[config.mk]
export PLATFORM = sky130hd
export DESIGN_NAME = vg3_fifo
export DESIGN_NICKNAME = d
export VERILOG_FILES = /design/src/hdl/vg3_fifo.sv
export SDC_FILE = /design/constraint.sdc
export NUM_CORES = 1
export LEC_CHECK = 0
export BUFFER_PORTS_ARGS = -buffer_cell sky130_fd_sc_hd__clkbuf_2
export CORE_MARGIN = 2
export CORE_UTILIZATION = 52
export CTS_BUF_LIST = sky130_fd_sc_hd__clkbuf_4 sky130_fd_sc_hd__clkbuf_8 sky130_fd_sc_hd__clkbuf_16
export CTS_CLUSTER_DIAMETER = 30
export DETAILED_ROUTE_END_ITERATION = 7
export PLACE_DENSITY = 0.79
export SYNTH_ARGS = -nofsm -noshare
export SYNTH_HDL_FRONTEND = slang
export SYNTH_SLANG_ARGS = --single-unit
export TNS_END_PERCENT = 30
[constraint.sdc]
create_clock -name clk -period 2.24 [get_ports clk]
set_input_delay 0.112 -clock clk [delete_from_list [all_inputs] [get_ports clk]]
set_output_delay 0.112 -clock clk [all_outputs]
set_load 0.05 [all_outputs]
[src/hdl/vg3_fifo.sv]
// ----------------------------------------------------------------------------
// vg3_fifo
// Small register FIFO with first-word-fall-through read.
// ----------------------------------------------------------------------------
module vg3_fifo #(
  parameter int WIDTH = 8,
  parameter int DEPTH = 2
) (
  input  logic             clk,
  input  logic             rst_n,
  input  logic             wr_en,
  input  logic [WIDTH-1:0] wr_data,
  output logic             full,
  input  logic             rd_en,
  output logic [WIDTH-1:0] rd_data,
  output logic             empty
);

  localparam int PW = (DEPTH > 1) ? $clog2(DEPTH) : 1;
  localparam int CW = $clog2(DEPTH + 1);

  logic [WIDTH-1:0] mem_r [DEPTH];
  logic [PW-1:0]    wr_ptr_r, rd_ptr_r;
  logic [CW-1:0]    count_r;

  assign full    = (count_r == CW'(DEPTH));
  assign empty   = (count_r == '0);
  assign rd_data = mem_r[rd_ptr_r];

  // Storage
  always_ff @(posedge clk) begin
    if (wr_en) begin
      mem_r[wr_ptr_r] <= wr_data;
    end
  end

  // Pointers and fill level
  always_ff @(posedge clk) begin
    if (!rst_n) begin
      wr_ptr_r <= '0;
      rd_ptr_r <= '0;
      count_r  <= '0;
    end else begin
      if (wr_en) begin
        wr_ptr_r <= (wr_ptr_r == PW'(DEPTH - 1)) ? '0 : wr_ptr_r + PW'(1);
      end
      if (rd_en) begin
        rd_ptr_r <= (rd_ptr_r == PW'(DEPTH - 1)) ? '0 : rd_ptr_r + PW'(1);
      end
      count_r <= count_r + CW'(wr_en) - CW'(rd_en);
    end
  end

endmodule

## Yosys cells after proc, flatten, opt, wreduce, memory -nomap -nowiden

Memories as Yosys holds them, arrays and structs flattened. A register that Yosys moved wholly into a read port is not among the register bits.
Cells that the tools add are included.
Widths: inputs -> output; s select.

| storage, ports and cells | value |
|---|---|
| output and inout bits | 10 |
| input bits | 12 |
| memory bits (writable) | 16 |
| register bits | 4 |
| memories kept | 1 |
| logic and storage cells | 16 |

| operators by class | value |
|---|---|
| equality and inequality tests | 1 |
| reduce and logical (&&, ||, !) cells | 1 |
| multiplexer cells | 6 |
| $add $sub $neg | 4 |

Memories:

| name | depth | width | read ports | clocked after memory_dff | wr ports | line | source |
|---|---|---|---|---|---|---|---|
| mem_r | 2 | 8 | 1 | 1 | 1 | 22 | `logic [WIDTH-1:0] mem_r [DEPTH];` |

Operator list:

| kind | count |
|---|---|
| $mux 1 | 6 |
| $add 1x1->1 const B | 2 |
| $add 2x1->2 | 1 |
| $eq 2x2->1 const B | 1 |
| $logic_not 2->1 | 1 |
| $sub 2x1->2 | 1 |

## Logic depth before layout (Yosys ltp)

| depth | value |
|---|---|
| depth in word-level cells | 4 |
| depth in mapped cells | 6 |
| depth with buffers taken out | 6 |

## Least setup slack after synthesis

Ideal clock, no wire load.

| path | value |
|---|---|
| path kind | register -> register |
| start | reg count_r[0] |
| end | reg count_r[1] |
| period minus slack after synthesis | 1.310 ns |
| slack | 0.930 ns |
| setup time | 0.065 ns |
| data required time | 2.175 ns |
| cell stages (with the launch flop) | 7 |
| data arrival time | 1.245 ns |
| buffers on the path | 0 |
| cell sequence | dfxtp_1 inv_1 ha_1 inv_1 ha_1 xnor3_1 nor2b_1 |

| on the way | value |
|---|---|
| word-level cells in the longest chain between the ends | 2 |

Ends and longest elaborated chain:

| what | line | source |
|---|---|---|
| start: declaration | 24 | `logic [CW-1:0] count_r;` |
| start signal: assignment | 50 | `count_r <= count_r + CW'(wr_en) - CW'(rd_en);` |
| $add 2x1->2 | 50 |  |
| $sub 2x1->2 | 50 |  |

Every way passes these cells.
A chain may end at the register's enable or synchronous reset.

==> summary.md <==
| Metric | Value |
|---|---|
| # rows | 14 |
| Final Critical Period | 1.58 ns |
| Worst-Skew Late Latency | 0.30 ns |
| Syn-to-layout area delta | 27.5% |
| Postcts setup bufs | 0 |
| Met2 wire len | 703 µm |
| TritonCTS Sinks | 21 |
| Avg Inst Size Synth | 17.4 µm² |
| Routed wire length per instance | 13.7 µm |
| Actual slew at the worst max-slew pin | 0.773 ns |
| Critical Path Fanout Max | 8 |
| Hold-fix buffers, CTS | 5 |
| GP Congestion | 0.668 |
| Die width | 43.2 µm |
| Core box area | 0.00147 mm² |
| Drt drc | 0 |
| Total wire length | 1.27 mm |
| DR top layer | met4 |
| Buffers on Ports | 21 |
| Drt first-iter violations | 2 |
| Final Hold Vio Count | 0 |
| DP Wirelength | 867 µm |
| RSZ-0062 raised after global routing | no |
| H-tree levels | 1 |
| #FFs+latches synth | 21 |
| CP Launch Type | register |
| Die H | 43.2 µm |
| Critical path endpoint category | primary output |
| FF-to-FF path depth | 6 |
| Synth Instances | 46 |
| # resized after CTS | 0 |
| Antenna violation net count after detailed routing | 0 |
| Largest net degree at the start of global routing | 12 |
| Max Root-Sink Buffers | 2 |
| Fmax | 0.634 GHz |
| Synthesized cell area | 801 µm² |
| FILL cells | 116 |
| Power Density | 842 mW/mm² |
| Final TNS setup | 0 ns |
| Final nets | 92 |
| M1 WL | 507 µm |
| R2r startpoint | count_r[0]$_SDFF_PN0_ |
| Worst rel slew slack | 48.4% |
| Met3 routed WL | 54 µm |
| ANT cells | 0 |
| Tightest hold margin | 0.0202 ns |
| Crit Reg-Reg Endpoint | count_r[1]$_SDFF_PN0_ |
| Final Core Density | 69.4% |
| Cts bufs inserted | 3 |
| Sequential area share after synthesis | 72.5% |
| Clock transition at path regs | 0.11 ns |
| Vias in the first global route | 480 |
| Hold_sp | wr_data[7] |
| Leakage | 0.423 nW |
| Worst Path Arrival | 1.47 ns |
| Hold endpoint | mem_r[1][7]$_DFFE_PP_ |
| Synth Warn # | 0 |
| Slew Viols, Final | 0 |
| CTS root buffer | clkbuf_4 |
| Worst IR Drop VDD | 0.608 mV |
| Avg Vias per Cell | 4.92 |
| Share of cells above drive strength 1 | 42.9% |
| Final setup viols | 0 |
| CTS tree | done |
| Skew final | 0.00340 ns |
| Starting Density | 54.4% |
| Yosys cell types | 12 |
| Antenna violations before repair | 0 |
| Setup CP Type | register to primary output |
| HP Class | input port to register |
| Period utilization | 70.4% |
| DRT Pass-1 Iters | 4 |
| Total Routing Usage GR | 15.9% |
| Boundary Pins | 22 |
| Worst hold path stage count | 1 |
| DR vias | 458 |
| Total gr overflow | 0 |
| First-pass GRT wire length | 2.07 mm |
| Reg2reg setup slack | 0.84 ns |
| Synth Net Count | 60 |
| Outcome | complete, no violations |
| Die area | 0.00187 mm² |
| Maxcap violations | 0 |
| Worst EP required | 2.13 ns |
==> per-layer routing <==
layer,vias to the layer above,global-route usage [%]
li1,228,-
met3,2,2.98
met5,-,0
met2,14,26.9
met1,214,18.8
met4,0,9.09
==> critical path, cell delays in order (launching register included) <==
cell	delay [ns]
dfxtp_1	0.55
mux2_2	0.38
clkbuf_2	0.24
==> through the flow <==
step           area, µm²  worst slack [ns]  instances  total power [mW]
3_5_place_dp         921             0.850         82             0.673
4_1_cts             1000             0.636         91             0.865
3_3_place_gp         921             0.913         82             0.666
2_1_floorplan        801             0.930         46             0.627
6_report            1020             0.663         93             0.860
5_1_grt             1020             0.586         93             0.896
==> report_power, final <==
| group | switching (mW) | internal, mW |
|---|---|---|
| Combinational | 0.131 | 0.0757 |
| Clock | 0.107 | 0.0815 |
| Sequential | 0.0169 | 0.448 |
| Total | 0.254 | 0.606 |
==> logic make-up (layout without fill, tap and decap cells) <==
family	count (synthesis)	count (layout)	share of synthesized area, %
AOI/OAI and AO/OA	1	1	0.938
xor gates and xnor gates	2	2	3.91
adders and majority gates	2	2	3.12
buffers and inverters	3	34	1.56
DFF	21	21	72.5
muxes	8	8	11.3
and+or+nand+nor	9	9	6.72
==> registers in the layout (all words and copies together) (netlist names), named ones only <==
name	cells
wr_ptr_r	1
count_r	2
mem_r	16
rd_ptr_r	1
==> Yosys cell counts <==
cell type  count  area share (%)
and2_1         4             3.1
buf_2          1            0.62
dfxtp_1        5              13
edfxtp_1      16              60
ha_1           2             3.1
inv_1          2            0.94
mux2_2         8              11
nor2_1         1            0.47
nor2b_1        4             3.1
o21a_1         1            0.94
xnor3_1        1             2.8
xor2_1         1             1.1
==> layout by cell type (no fill, tap or decap) <==
master	n
xnor3_1	1
dfxtp_1	5
dlygate4sd3_1	7
nor2b_1	4
o21a_1	1
xor2_1	1
clkbuf_2	21
ha_1	2
mux2_2	8
nor2_1	1
edfxtp_1	16
clkbuf_4	4
inv_1	2
and2_1	4
==> cell type report <==
cell class | count | area [µm²] | area share [%]
multi-input combinational | 22 | 208 | 20.3
timing repair buffer | 28 | 175 | 17.2
clock buffer | 4 | 30.0 | 2.94
sequential | 21 | 581 | 56.9
tap | 16 | 20.0 | 1.96
inverter | 2 | 7.51 | 0.735
==> worst max-delay path by stage <==
| stage | startpoint | end | cells after the start |
|---|---|---|---|
| finish | register | rd_data[4] | 2 |
| global route | register | rd_data[3] | 2 |
| CTS | register | rd_data[4] | 2 |
| detailed placement | count_r[0]$_SDFF_PN0_ | count_r[1]$_SDFF_PN0_ | 6 |
| global placement | count_r[0]$_SDFF_PN0_ | count_r[1]$_SDFF_PN0_ | 6 |
| floorplan | count_r[0]$_SDFF_PN0_ | count_r[1]$_SDFF_PN0_ | 6 |
(Power assumes the default switching activity.)
