### config.mk
export PLATFORM = sky130hd
export DESIGN_NAME = vg3_front
export DESIGN_NICKNAME = d
export VERILOG_FILES = /design/src/hdl/vg3_pkg.sv /design/src/hdl/vg3_front.sv
export SDC_FILE = /design/constraint.sdc
export NUM_CORES = 1
export LEC_CHECK = 0
export BUFFER_PORTS_ARGS = -buffer_cell sky130_fd_sc_hd__buf_4
export CAP_MARGIN = 5
export CORE_UTILIZATION = 56
export CTS_CLUSTER_DIAMETER = 100
export DETAILED_ROUTE_END_ITERATION = 10
export PLACE_DENSITY = 0.89
export SLEW_MARGIN = 15
export SYNTH_ARGS = -nofsm -noshare
export SYNTH_HDL_FRONTEND = slang
export SYNTH_SLANG_ARGS = --single-unit
### constraint.sdc
create_clock -name clk -period 7.2 [get_ports clk]
set_input_delay 0.72 -clock clk [delete_from_list [all_inputs] [get_ports clk]]
set_output_delay 0.72 -clock clk [all_outputs]
set_load 0.01 [all_outputs]
### src/hdl/vg3_pkg.sv
// ----------------------------------------------------------------------------
// vg3_pkg
// Shared types, constants and arithmetic helpers of the 3-D volume gradient.
// ----------------------------------------------------------------------------
package vg3_pkg;

  // Field and register widths
  localparam int VAL_W      = 24;
  localparam int ENTRY_W    = VAL_W + 1;          // null flag on top of the value
  localparam int GRAD_W     = 48;
  localparam int SCALE_W    = 32;
  localparam int DIFF_W     = 28;                 // holds +/- 2^26
  localparam int PROD_W     = DIFF_W + SCALE_W + 1;
  localparam int SIZE_XY_W  = 7;
  localparam int SIZE_Z_W   = 11;
  localparam int CFG_ADDR_W = 3;
  localparam int CFG_DATA_W = 32;

  // Default geometry
  localparam int DEF_MAX_COLS   = 64;
  localparam int DEF_MAX_ROWS   = 64;
  localparam int DEF_MAX_PLANES = 1024;
  localparam int RING_PLANES    = 4;
  localparam int RING_W         = 2;
  localparam int MIN_SIZE       = 3;
  localparam int RESET_SIZE     = 64;
  localparam logic [SCALE_W-1:0] RESET_SCALE = 32'd32768;

  // Register indexes
  localparam logic [CFG_ADDR_W-1:0] REG_SIZE_X  = 3'd0;
  localparam logic [CFG_ADDR_W-1:0] REG_SIZE_Y  = 3'd1;
  localparam logic [CFG_ADDR_W-1:0] REG_SIZE_Z  = 3'd2;
  localparam logic [CFG_ADDR_W-1:0] REG_SCALE_X = 3'd3;
  localparam logic [CFG_ADDR_W-1:0] REG_SCALE_Y = 3'd4;
  localparam logic [CFG_ADDR_W-1:0] REG_SCALE_Z = 3'd5;

  // Input opcodes
  localparam logic OP_VOXEL = 1'b0;
  localparam logic OP_DRAIN = 1'b1;

  // Difference kind per axis
  localparam logic [1:0] MODE_CENTRAL = 2'd0;
  localparam logic [1:0] MODE_FWD     = 2'd1;
  localparam logic [1:0] MODE_BWD     = 2'd2;

  // Read slots carried with each item
  localparam int NRD    = 7;
  localparam int RD_CTR = 0;
  localparam int RD_XA  = 1;
  localparam int RD_XB  = 2;
  localparam int RD_YA  = 3;
  localparam int RD_YB  = 4;
  localparam int RD_ZA  = 5;
  localparam int RD_ZB  = 6;

  localparam int RAM_COPIES = 4;
  localparam int OUT_DEPTH  = 4;

  // Control part of one queued item
  typedef struct packed {
    logic       wr;
    logic       emit;
    logic       last;
    logic [1:0] mode_x;
    logic [1:0] mode_y;
    logic [1:0] mode_z;
  } vg3_ctrl_t;

  localparam int CTRL_W = $bits(vg3_ctrl_t);

  // One-axis difference over three ring entries; zero when any is null.
  // Central: ra = pos-1, rb = pos+1. Forward: c, ra, rb = 0, 1, 2.
  // Backward: ra, rb, c = n-3, n-2, n-1.
  function automatic logic signed [DIFF_W-1:0] axis_diff(
    input logic [1:0]         mode,
    input logic [ENTRY_W-1:0] c,
    input logic [ENTRY_W-1:0] ra,
    input logic [ENTRY_W-1:0] rb
  );
    logic signed [DIFF_W-1:0] vc, va, vb, d;
    vc = DIFF_W'($signed(c[VAL_W-1:0]));
    va = DIFF_W'($signed(ra[VAL_W-1:0]));
    vb = DIFF_W'($signed(rb[VAL_W-1:0]));
    unique case (mode)
      MODE_CENTRAL: d = vb - va;
      MODE_FWD:     d = (va <<< 2) - (vc <<< 1) - vc - vb;
      MODE_BWD:     d = (vc <<< 1) + vc - (vb <<< 2) + va;
      default:      d = '0;
    endcase
    if (c[VAL_W] || ra[VAL_W] || rb[VAL_W]) begin
      d = '0;
    end
    return d;
  endfunction

  // Clamp a product to the signed gradient range
  function automatic logic [GRAD_W-1:0] saturate(input logic signed [PROD_W-1:0] p);
    logic all_one, all_zero;
    all_one  = &p[PROD_W-1:GRAD_W-1];
    all_zero = ~|p[PROD_W-1:GRAD_W-1];
    if (all_one || all_zero) begin
      return p[GRAD_W-1:0];
    end else if (p[PROD_W-1]) begin
      return {1'b1, {(GRAD_W-1){1'b0}}};
    end else begin
      return {1'b0, {(GRAD_W-1){1'b1}}};
    end
  endfunction

endpackage

### src/hdl/vg3_front.sv
// ----------------------------------------------------------------------------
// vg3_front
// Accepts voxels and drain items, tracks input and output raster positions
// and turns each transfer into a ring write, a gradient job, both or neither.
// ----------------------------------------------------------------------------
module vg3_front #(
  parameter int MAX_COLS   = 64,
  parameter int MAX_ROWS   = 64,
  parameter int MAX_PLANES = 1024,
  parameter int CB = $clog2(MAX_COLS),
  parameter int RB = $clog2(MAX_ROWS),
  parameter int XW = $clog2(MAX_COLS + 1),
  parameter int YW = $clog2(MAX_ROWS + 1),
  parameter int PW = $clog2(MAX_PLANES + 1),
  parameter int AW = vg3_pkg::RING_W + RB + CB
) (
  input  logic                                  clk,
  input  logic                                  rst_n,
  input  logic                                  in_valid,
  output logic                                  in_ready,
  input  logic                                  in_opcode,
  input  logic [vg3_pkg::VAL_W-1:0]             in_value,
  input  logic                                  in_null,
  input  logic [XW-1:0]                         ex,
  input  logic [YW-1:0]                         ey,
  input  logic [PW-1:0]                         ez,
  input  logic                                  clear,
  input  logic                                  q_full,
  output logic                                  push,
  output vg3_pkg::vg3_ctrl_t                    ctrl,
  output logic [AW-1:0]                         waddr,
  output logic [vg3_pkg::ENTRY_W-1:0]           wdata,
  output logic [vg3_pkg::NRD-1:0][AW-1:0]       raddr
);
  import vg3_pkg::*;

  logic [CB-1:0] in_col_r, out_col_r;
  logic [RB-1:0] in_row_r, out_row_r;
  logic [PW-1:0] in_plane_r, out_plane_r;

  logic accept, complete, is_drain, do_wr, do_emit, last;
  logic col_end, row_end;
  logic [1:0] mx, my, mz;
  logic [31:0] xa, xb, ya, yb, za, zb;
  logic [RING_W-1:0] pc, pa, pb;

  function automatic logic [1:0] mode_of(input logic [31:0] pos, input logic [31:0] n);
    if (pos == 32'd0) begin
      return MODE_FWD;
    end else if (pos >= n - 32'd1) begin
      return MODE_BWD;
    end else begin
      return MODE_CENTRAL;
    end
  endfunction

  // Neighbor position: first or second of the two non-centre taps
  function automatic logic [31:0] nb_pos(input logic [1:0] mode, input logic [31:0] pos,
                                         input logic [31:0] n, input logic second);
    logic [31:0] r;
    unique case (mode)
      MODE_FWD: r = second ? 32'd2 : 32'd1;
      MODE_BWD: r = second ? n - 32'd2 : n - 32'd3;
      default:  r = second ? pos + 32'd1 : pos - 32'd1;
    endcase
    return r;
  endfunction

  // Classify the transfer
  assign in_ready = !q_full;
  assign accept   = in_valid && in_ready;
  assign complete = (in_plane_r == ez);
  assign is_drain = (in_opcode == OP_DRAIN);
  assign do_wr    = !is_drain && !complete;
  assign do_emit  = is_drain ? complete : (!complete && (in_plane_r >= PW'(2)));
  assign push     = accept && (do_wr || do_emit);

  assign last = (XW'(out_col_r) == ex - XW'(1)) && (YW'(out_row_r) == ey - YW'(1)) &&
                (out_plane_r == ez - PW'(1));

  // Tap positions around the output voxel
  always_comb begin
    mx = mode_of(32'(out_col_r), 32'(ex));
    my = mode_of(32'(out_row_r), 32'(ey));
    mz = mode_of(32'(out_plane_r), 32'(ez));
    xa = nb_pos(mx, 32'(out_col_r), 32'(ex), 1'b0);
    xb = nb_pos(mx, 32'(out_col_r), 32'(ex), 1'b1);
    ya = nb_pos(my, 32'(out_row_r), 32'(ey), 1'b0);
    yb = nb_pos(my, 32'(out_row_r), 32'(ey), 1'b1);
    za = nb_pos(mz, 32'(out_plane_r), 32'(ez), 1'b0);
    zb = nb_pos(mz, 32'(out_plane_r), 32'(ez), 1'b1);
    pc = out_plane_r[RING_W-1:0];
    pa = za[RING_W-1:0];
    pb = zb[RING_W-1:0];
  end

  // Job built from the transfer
  always_comb begin
    ctrl.wr     = do_wr;
    ctrl.emit   = do_emit;
    ctrl.last   = last;
    ctrl.mode_x = mx;
    ctrl.mode_y = my;
    ctrl.mode_z = mz;
    waddr       = {in_plane_r[RING_W-1:0], in_row_r, in_col_r};
    wdata       = {in_null, in_value};
    raddr[RD_CTR] = {pc, out_row_r, out_col_r};
    raddr[RD_XA]  = {pc, out_row_r, xa[CB-1:0]};
    raddr[RD_XB]  = {pc, out_row_r, xb[CB-1:0]};
    raddr[RD_YA]  = {pc, ya[RB-1:0], out_col_r};
    raddr[RD_YB]  = {pc, yb[RB-1:0], out_col_r};
    raddr[RD_ZA]  = {pa, out_row_r, out_col_r};
    raddr[RD_ZB]  = {pb, out_row_r, out_col_r};
  end

  assign col_end = (XW'(in_col_r) + XW'(1) == ex);
  assign row_end = (YW'(in_row_r) + YW'(1) == ey);

  // Raster counters
  always_ff @(posedge clk) begin
    if (!rst_n || clear) begin
      in_col_r    <= '0;
      in_row_r    <= '0;
      in_plane_r  <= '0;
      out_col_r   <= '0;
      out_row_r   <= '0;
      out_plane_r <= '0;
    end else if (accept) begin
      if (do_wr) begin
        in_col_r <= col_end ? '0 : in_col_r + CB'(1);
        if (col_end) begin
          in_row_r <= row_end ? '0 : in_row_r + RB'(1);
          if (row_end) begin
            in_plane_r <= in_plane_r + PW'(1);
          end
        end
      end
      if (do_emit) begin
        if (last) begin
          in_col_r    <= '0;
          in_row_r    <= '0;
          in_plane_r  <= '0;
          out_col_r   <= '0;
          out_row_r   <= '0;
          out_plane_r <= '0;
        end else begin
          out_col_r <= (XW'(out_col_r) + XW'(1) == ex) ? '0 : out_col_r + CB'(1);
          if (XW'(out_col_r) + XW'(1) == ex) begin
            out_row_r <= (YW'(out_row_r) + YW'(1) == ey) ? '0 : out_row_r + RB'(1);
            if (YW'(out_row_r) + YW'(1) == ey) begin
              out_plane_r <= out_plane_r + PW'(1);
            end
          end
        end
      end
    end
  end

endmodule

=== Word level (Yosys, flattened, before mapping) ===
Index checks and enable logic that the tools add are counted.

* Output and inout bits: 148
* Flip-flop bits (word level): 46

* Eq/ne operators: 14
* Add/subtract/negate cells: 28
* Mux-type cells: 35
* $lt $le $gt $ge: 4
* Reductions and logical operators: 20

{| class="wikitable"
|+ Operators by type and width
! kind !! number
|-
| $mux 11 || 8
|-
| $mux 6 || 14
|-
| $ge 6x32->1 || 2
|-
| $pmux 6 s2 || 4
|-
| $add 6x1->6 const B || 6
|-
| $ge 11x32->1 || 1
|-
| $add 6x1->7 const B || 4
|-
| $eq 7x7->1 || 4
|-
| $sub 6x2->6 const B || 4
|-
| $add 11x1->11 const B || 2
|-
| $eq 11x11->1 || 2
|-
| $sub 7x1->8 const B || 2
|-
| $eq 6x7->1 || 2
|-
| $sub 7x1->7 const B || 2
|-
| $logic_not 6->1 || 2
|-
| $mux 2 || 6
|-
| $sub 11x1->12 const B || 1
|-
| $sub 6x1->6 const B || 2
|-
| $ge 11x2->1 const B || 1
|-
| $logic_not 11->1 || 1
|-
| $sub 11x1->11 const B || 1
|-
| $pmux 2 s2 || 2
|-
| $eq 2x1->1 const B || 3
|-
| $eq 2x2->1 const B || 3
|-
| 11 further kinds || 22
|}

=== Logic depth before layout (Yosys ltp) ===
* Depth after elaboration: 7
* Depth in mapped cells: 16
* Gate-level depth less buffers: 14

=== Least setup slack after synthesis ===
OpenSTA, ideal clock, no wires.

* Kind: input to register
* Start: in ey[2]
* End: reg out_plane_r[10]
* Data required time: 7.130 ns
* Cell stages on the path: 15
* Arrival: 4.005 ns
* Setup slack: 3.125 ns
* Setup time: 0.070 ns
* Path through: buf_2 inv_1 ha_1 a21boi_0 nand2_1 xor2_1 ha_1 nand4_1 nor4_1 nand4_1 and2_1 or4_1 buf_2 or3_1 a21oi_1

* Longest elaborated chain between the ends: 6

{| class="wikitable"
|+ Ends and longest elaborated chain
! element !! line !! RTL
|-
| from (decl) || vg3_front.sv:25 || <nowiki>input logic [YW-1:0] ey,</nowiki>
|-
| $sub 7x1->7 || vg3_front.sv:78 || <nowiki>assign last = (XW'(out_col_r) == ex - XW'(1)) && (YW'(out_row_r) == ey - YW'(1)) &&</nowiki>
|-
| $eq 6x7->1 || vg3_front.sv:78 ||
|-
| $logic_and 1x1->1 (2 in a row) || vg3_front.sv:78 ||
|-
| $reduce_bool 2->1 (no source line) || -- ||
|-
| $reduce_and 4->1 (no source line) || -- ||
|-
| to (signal assigned) || vg3_front.sv:151 || <nowiki>out_plane_r <= out_plane_r + PW'(1);</nowiki>
|-
| to (decl) || vg3_front.sv:39 || <nowiki>logic [PW-1:0] in_plane_r, out_plane_r;</nowiki>
|}

Parallel ways exist; a longest one is shown, timed or not.
A chain may end at the register's enable or synchronous reset.

==> metrics.md <==
| Metric | Value |
|---|---|
| Initial detailed-routing violation count | between 300 and 400 |
| Share of layout cells above drive strength 1 | between 20% and 30% |
| Critical Path Sink Type | output port |
| Sequential fraction of the synthesis area | about 16% |
| Rel. slew slack | 40.6% |
| Period Utilization, post-route | just over 60% |
| Worst-path fanout max | 6 |
| CTS resizes | 0 |
| Setup ws final | between 2 and 3 ns |
| Io pins | a little over 200 |
| Non-filler cells, final | 928 |
| Via density | 5.77 |
| Most common cell after layout, fill and taps aside | buf_4 |
| Aggregate global-route resource usage | 26.4% |
| Net Sw Power | ~150 uW |
| Slew @ Worst Pin | just under 0.9 ns |
| Clock Tree Root | clkbuf_8 |
| Power Density | between 80 and 90 nW/um^2 |
| Fin Clk Skew | 0.00962 ns |
| Clk slew on worst S/H paths | 0.09 ns |
| Final Hold Fails | 0 |
| Die extent in y | between 100 and 150 um |
| Sequential power share | 45.3% |
| ANT cells | 0 |
| EDFF count, synth | 0 |
| Worst Setup Path Type | in -> out |
| Power Total | about 560 uW |
| FMAX | about 230 MHz |
| Post-CTS Setup Bufs | 0 |
| Main flop type after synthesis | dfxtp_1 |
| Unrepaired setup endpoints after global routing | no |
| Setup_tns | 0 ns |
| Clock Sinks | 46 |
| Global placer's final weighted congestion | between 0.8 and 0.9 |
| Clk network pwr share | approximately a third |
| Vias in the first global route | roughly 4700 |
| Initial antenna violation count | 0 |
| Final setup vio count | 0 |
| Path category of the worst min-delay check | reg -> reg |
| Required @ worst endpoint | 6.48 ns |
| Arrival @ worst endpoint | between 3 and 4 ns |
| Startpoint types | input pin |
| Dpl ws | about 2.6 ns |
| Initial Utilization | about three fifths |
| Worst-case clock buffer depth | 2 |
| Post-Route WL | approximately 14 mm |
| Cell Chain, Critical Path | buf_4, nor4_1, nand2b_1, nor4_1, xnor2_1, ha_1, a21o_1, a21oi_1, nand2_1, o21ai_1, mux2i_1, or2_2, buf_4 |
| CTS tree | yes |
| Nets | 896 |
| Mean Syn Cell Area | 7.53 um^2 |
| Area of the mapped netlist | approximately 5700 um^2 |
| P&R area growth vs syn | 9.92% |
| Synth unique cells | just under 70 |
| Final-report max-slew violation count | 0 |
| CP peak stage delay | 0.43 ns |
| Die Area | about 11000 um^2 |
| Post-route ant nets | 0 |
| Via count | around 5400 |
| Yosys warns | 0 |
| Drt pass-1 iters | 5 |
| Row cnt | 36 |
| Minimum clock period after layout | about 4.4 ns |
| Global-route wire length before repair | ~22 mm |
| Clk Latency, worst-skew pair | roughly 0.31 ns |
| # port buffers | between 150 and 200 |
| Synthesized Nets | ~860 |
| Max-cap violation count | 0 |
| Average wire per standard cell | roughly 15 um |
| Status | completed |
| CTS buffer count | 5 |
| # placed instances | between 900 and 1000 |
| Global route overflow | 0 |
| Pin count of the biggest net entering global routing | 23 |
| DP HPWL | between 10 and 15 mm |
| Core area | between 9000 and 10000 um^2 |
| Synth Register Bits | between 40 and 50 |
| Sw frac | a little over a quarter |
| Combinational power share | around a fifth |
| P_leak | approximately 2.7 nW |
| Drt drc | 0 |
| Most frequent cells in the layout | 156 x buf_4, 82 x nor2_1, 53 x nand2_1, 53 x xnor2_1 |
| Syn Inst Count | about 760 |
| Internal power | 409 uW |
| Hold_buf cts | 0 |
| Asr flop ratio synth | 0% |
| Die X-Extent | 103 um |
| Slowest cell on crit path | nor4_1 |
| H-tree levels | 2 |
| VDD IR-drop max | a little over 70 uV |
flip-flops by register name, indices dropped and copies added (netlist names):
register     flops
in_row_r         6
out_plane_r     11
out_col_r        6
in_col_r         6
in_plane_r      11
out_row_r        6
final cells by class:
class                           count  area [um^2]
Clock buffer                        7         76.3
Clock inverter                      1         30.0
Fill cell                         869         3540
Inverter                           26         97.6
Multi-Input combinational cell    559         3820
Sequential cell                    46          921
Tap cell                          133          166
Timing Repair Buffer              156         1170
logic make-up (layout without fill, tap and decap cells):
logic type | count (synthesis) | count (layout) | share of synthesized area, %
xor gates and xnor gates | 98 | 98 | 15.8
and+or+nand+nor | 269 | 269 | 23.9
adders and majority gates | 46 | 46 | 10.1
AOI/OAI and AO/OA | 135 | 135 | 15.0
muxes | 11 | 11 | 1.99
buffers and inverters | 154 | 190 | 17.1
DFF | 46 | 46 | 16.1
critical path, delay by kind of cell:
family,cells,cell delay [ns]
xor+xnor,1,0.18
simple gates,5,1.36
mux,1,0.13
compound gates,3,0.75
fa+ha+maj,1,0.26
buf+inv,2,0.27
power groups by stage:
stage / Combinational, mW / Sequential, mW / Clock, mW
2_1_floorplan: 0.0908 / 0.261 / 0
3_3_place_gp: 0.112 / 0.261 / 0
3_5_place_dp: 0.114 / 0.261 / 0
4_1_cts: 0.115 / 0.255 / 0.192
5_1_grt: 0.128 / 0.255 / 0.203
6_report: 0.116 / 0.255 / 0.192
worst paths after layout:
path / startpoint / endpoint / slack, ns / cells past startpoint
max: ez[3] / raddr[82] / 2.80 / 13
min: in_plane_r[9] / in_plane_r[9] / 0.53 / 2
max reg2reg: out_col_r[0] / out_plane_r[7] / 3.61 / 10
min reg2reg: in_plane_r[9] / in_plane_r[9] / 0.53 / 2
layer usage:
metal,routed length (um),up-vias,track usage [%],part of all wire (%)
met5,0,-,0,0
met4,206,0,7.58,1.4
met3,993,25,4.20,7.0
met2,6880,234,45.5,48
met1,6170,2490,34.0,43
li1,-,2609,-,-
synthesized netlist by cell type (all sizes together), types with 3 or more instances:
master / n / area [um^2]
nor3b: 4 / 30.0
xnor2: 53 / 464
nand2b: 11 / 68.8
a21oi: 33 / 165
nand3b: 4 / 30.0
nand3: 18 / 95.1
o31ai: 4 / 30.0
inv: 26 / 97.6
o21ai: 42 / 210
a31oi: 4 / 25.0
or4: 5 / 37.5
a211oi: 16 / 125
a21o: 5 / 37.5
xor2: 42 / 368
and2: 4 / 25.0
o211ai: 3 / 22.5
o21a: 7 / 52.6
mux2i: 8 / 80.1
nor3: 16 / 80.1
or3: 12 / 82.6
a21boi: 4 / 30.0
nor2: 82 / 308
or2: 3 / 18.8
dfxtp: 46 / 921
a211o: 3 / 27.5
nor2b: 6 / 37.5
mux2: 3 / 33.8
ha: 46 / 576
nor4: 11 / 68.8
buf: 104 / 756
clkbuf: 24 / 121
nand2: 55 / 211
and3: 7 / 43.8
nand4: 23 / 150
stage by stage:
| stage | utilization (%) | cell area (um^2) | hold WS [ns] |
|---|---|---|---|
| after floorplan | - | 5710 | 0.470 |
| after global placement | 62.9 | 6170 | 0.513 |
| after detailed placement | 62.9 | 6170 | 0.520 |
| after CTS | 63.9 | 6280 | 0.534 |
| after global routing | 63.9 | 6280 | 0.559 |
| final | 63.9 | 6280 | 0.535 |
Power figures use the tool's default switching activity.
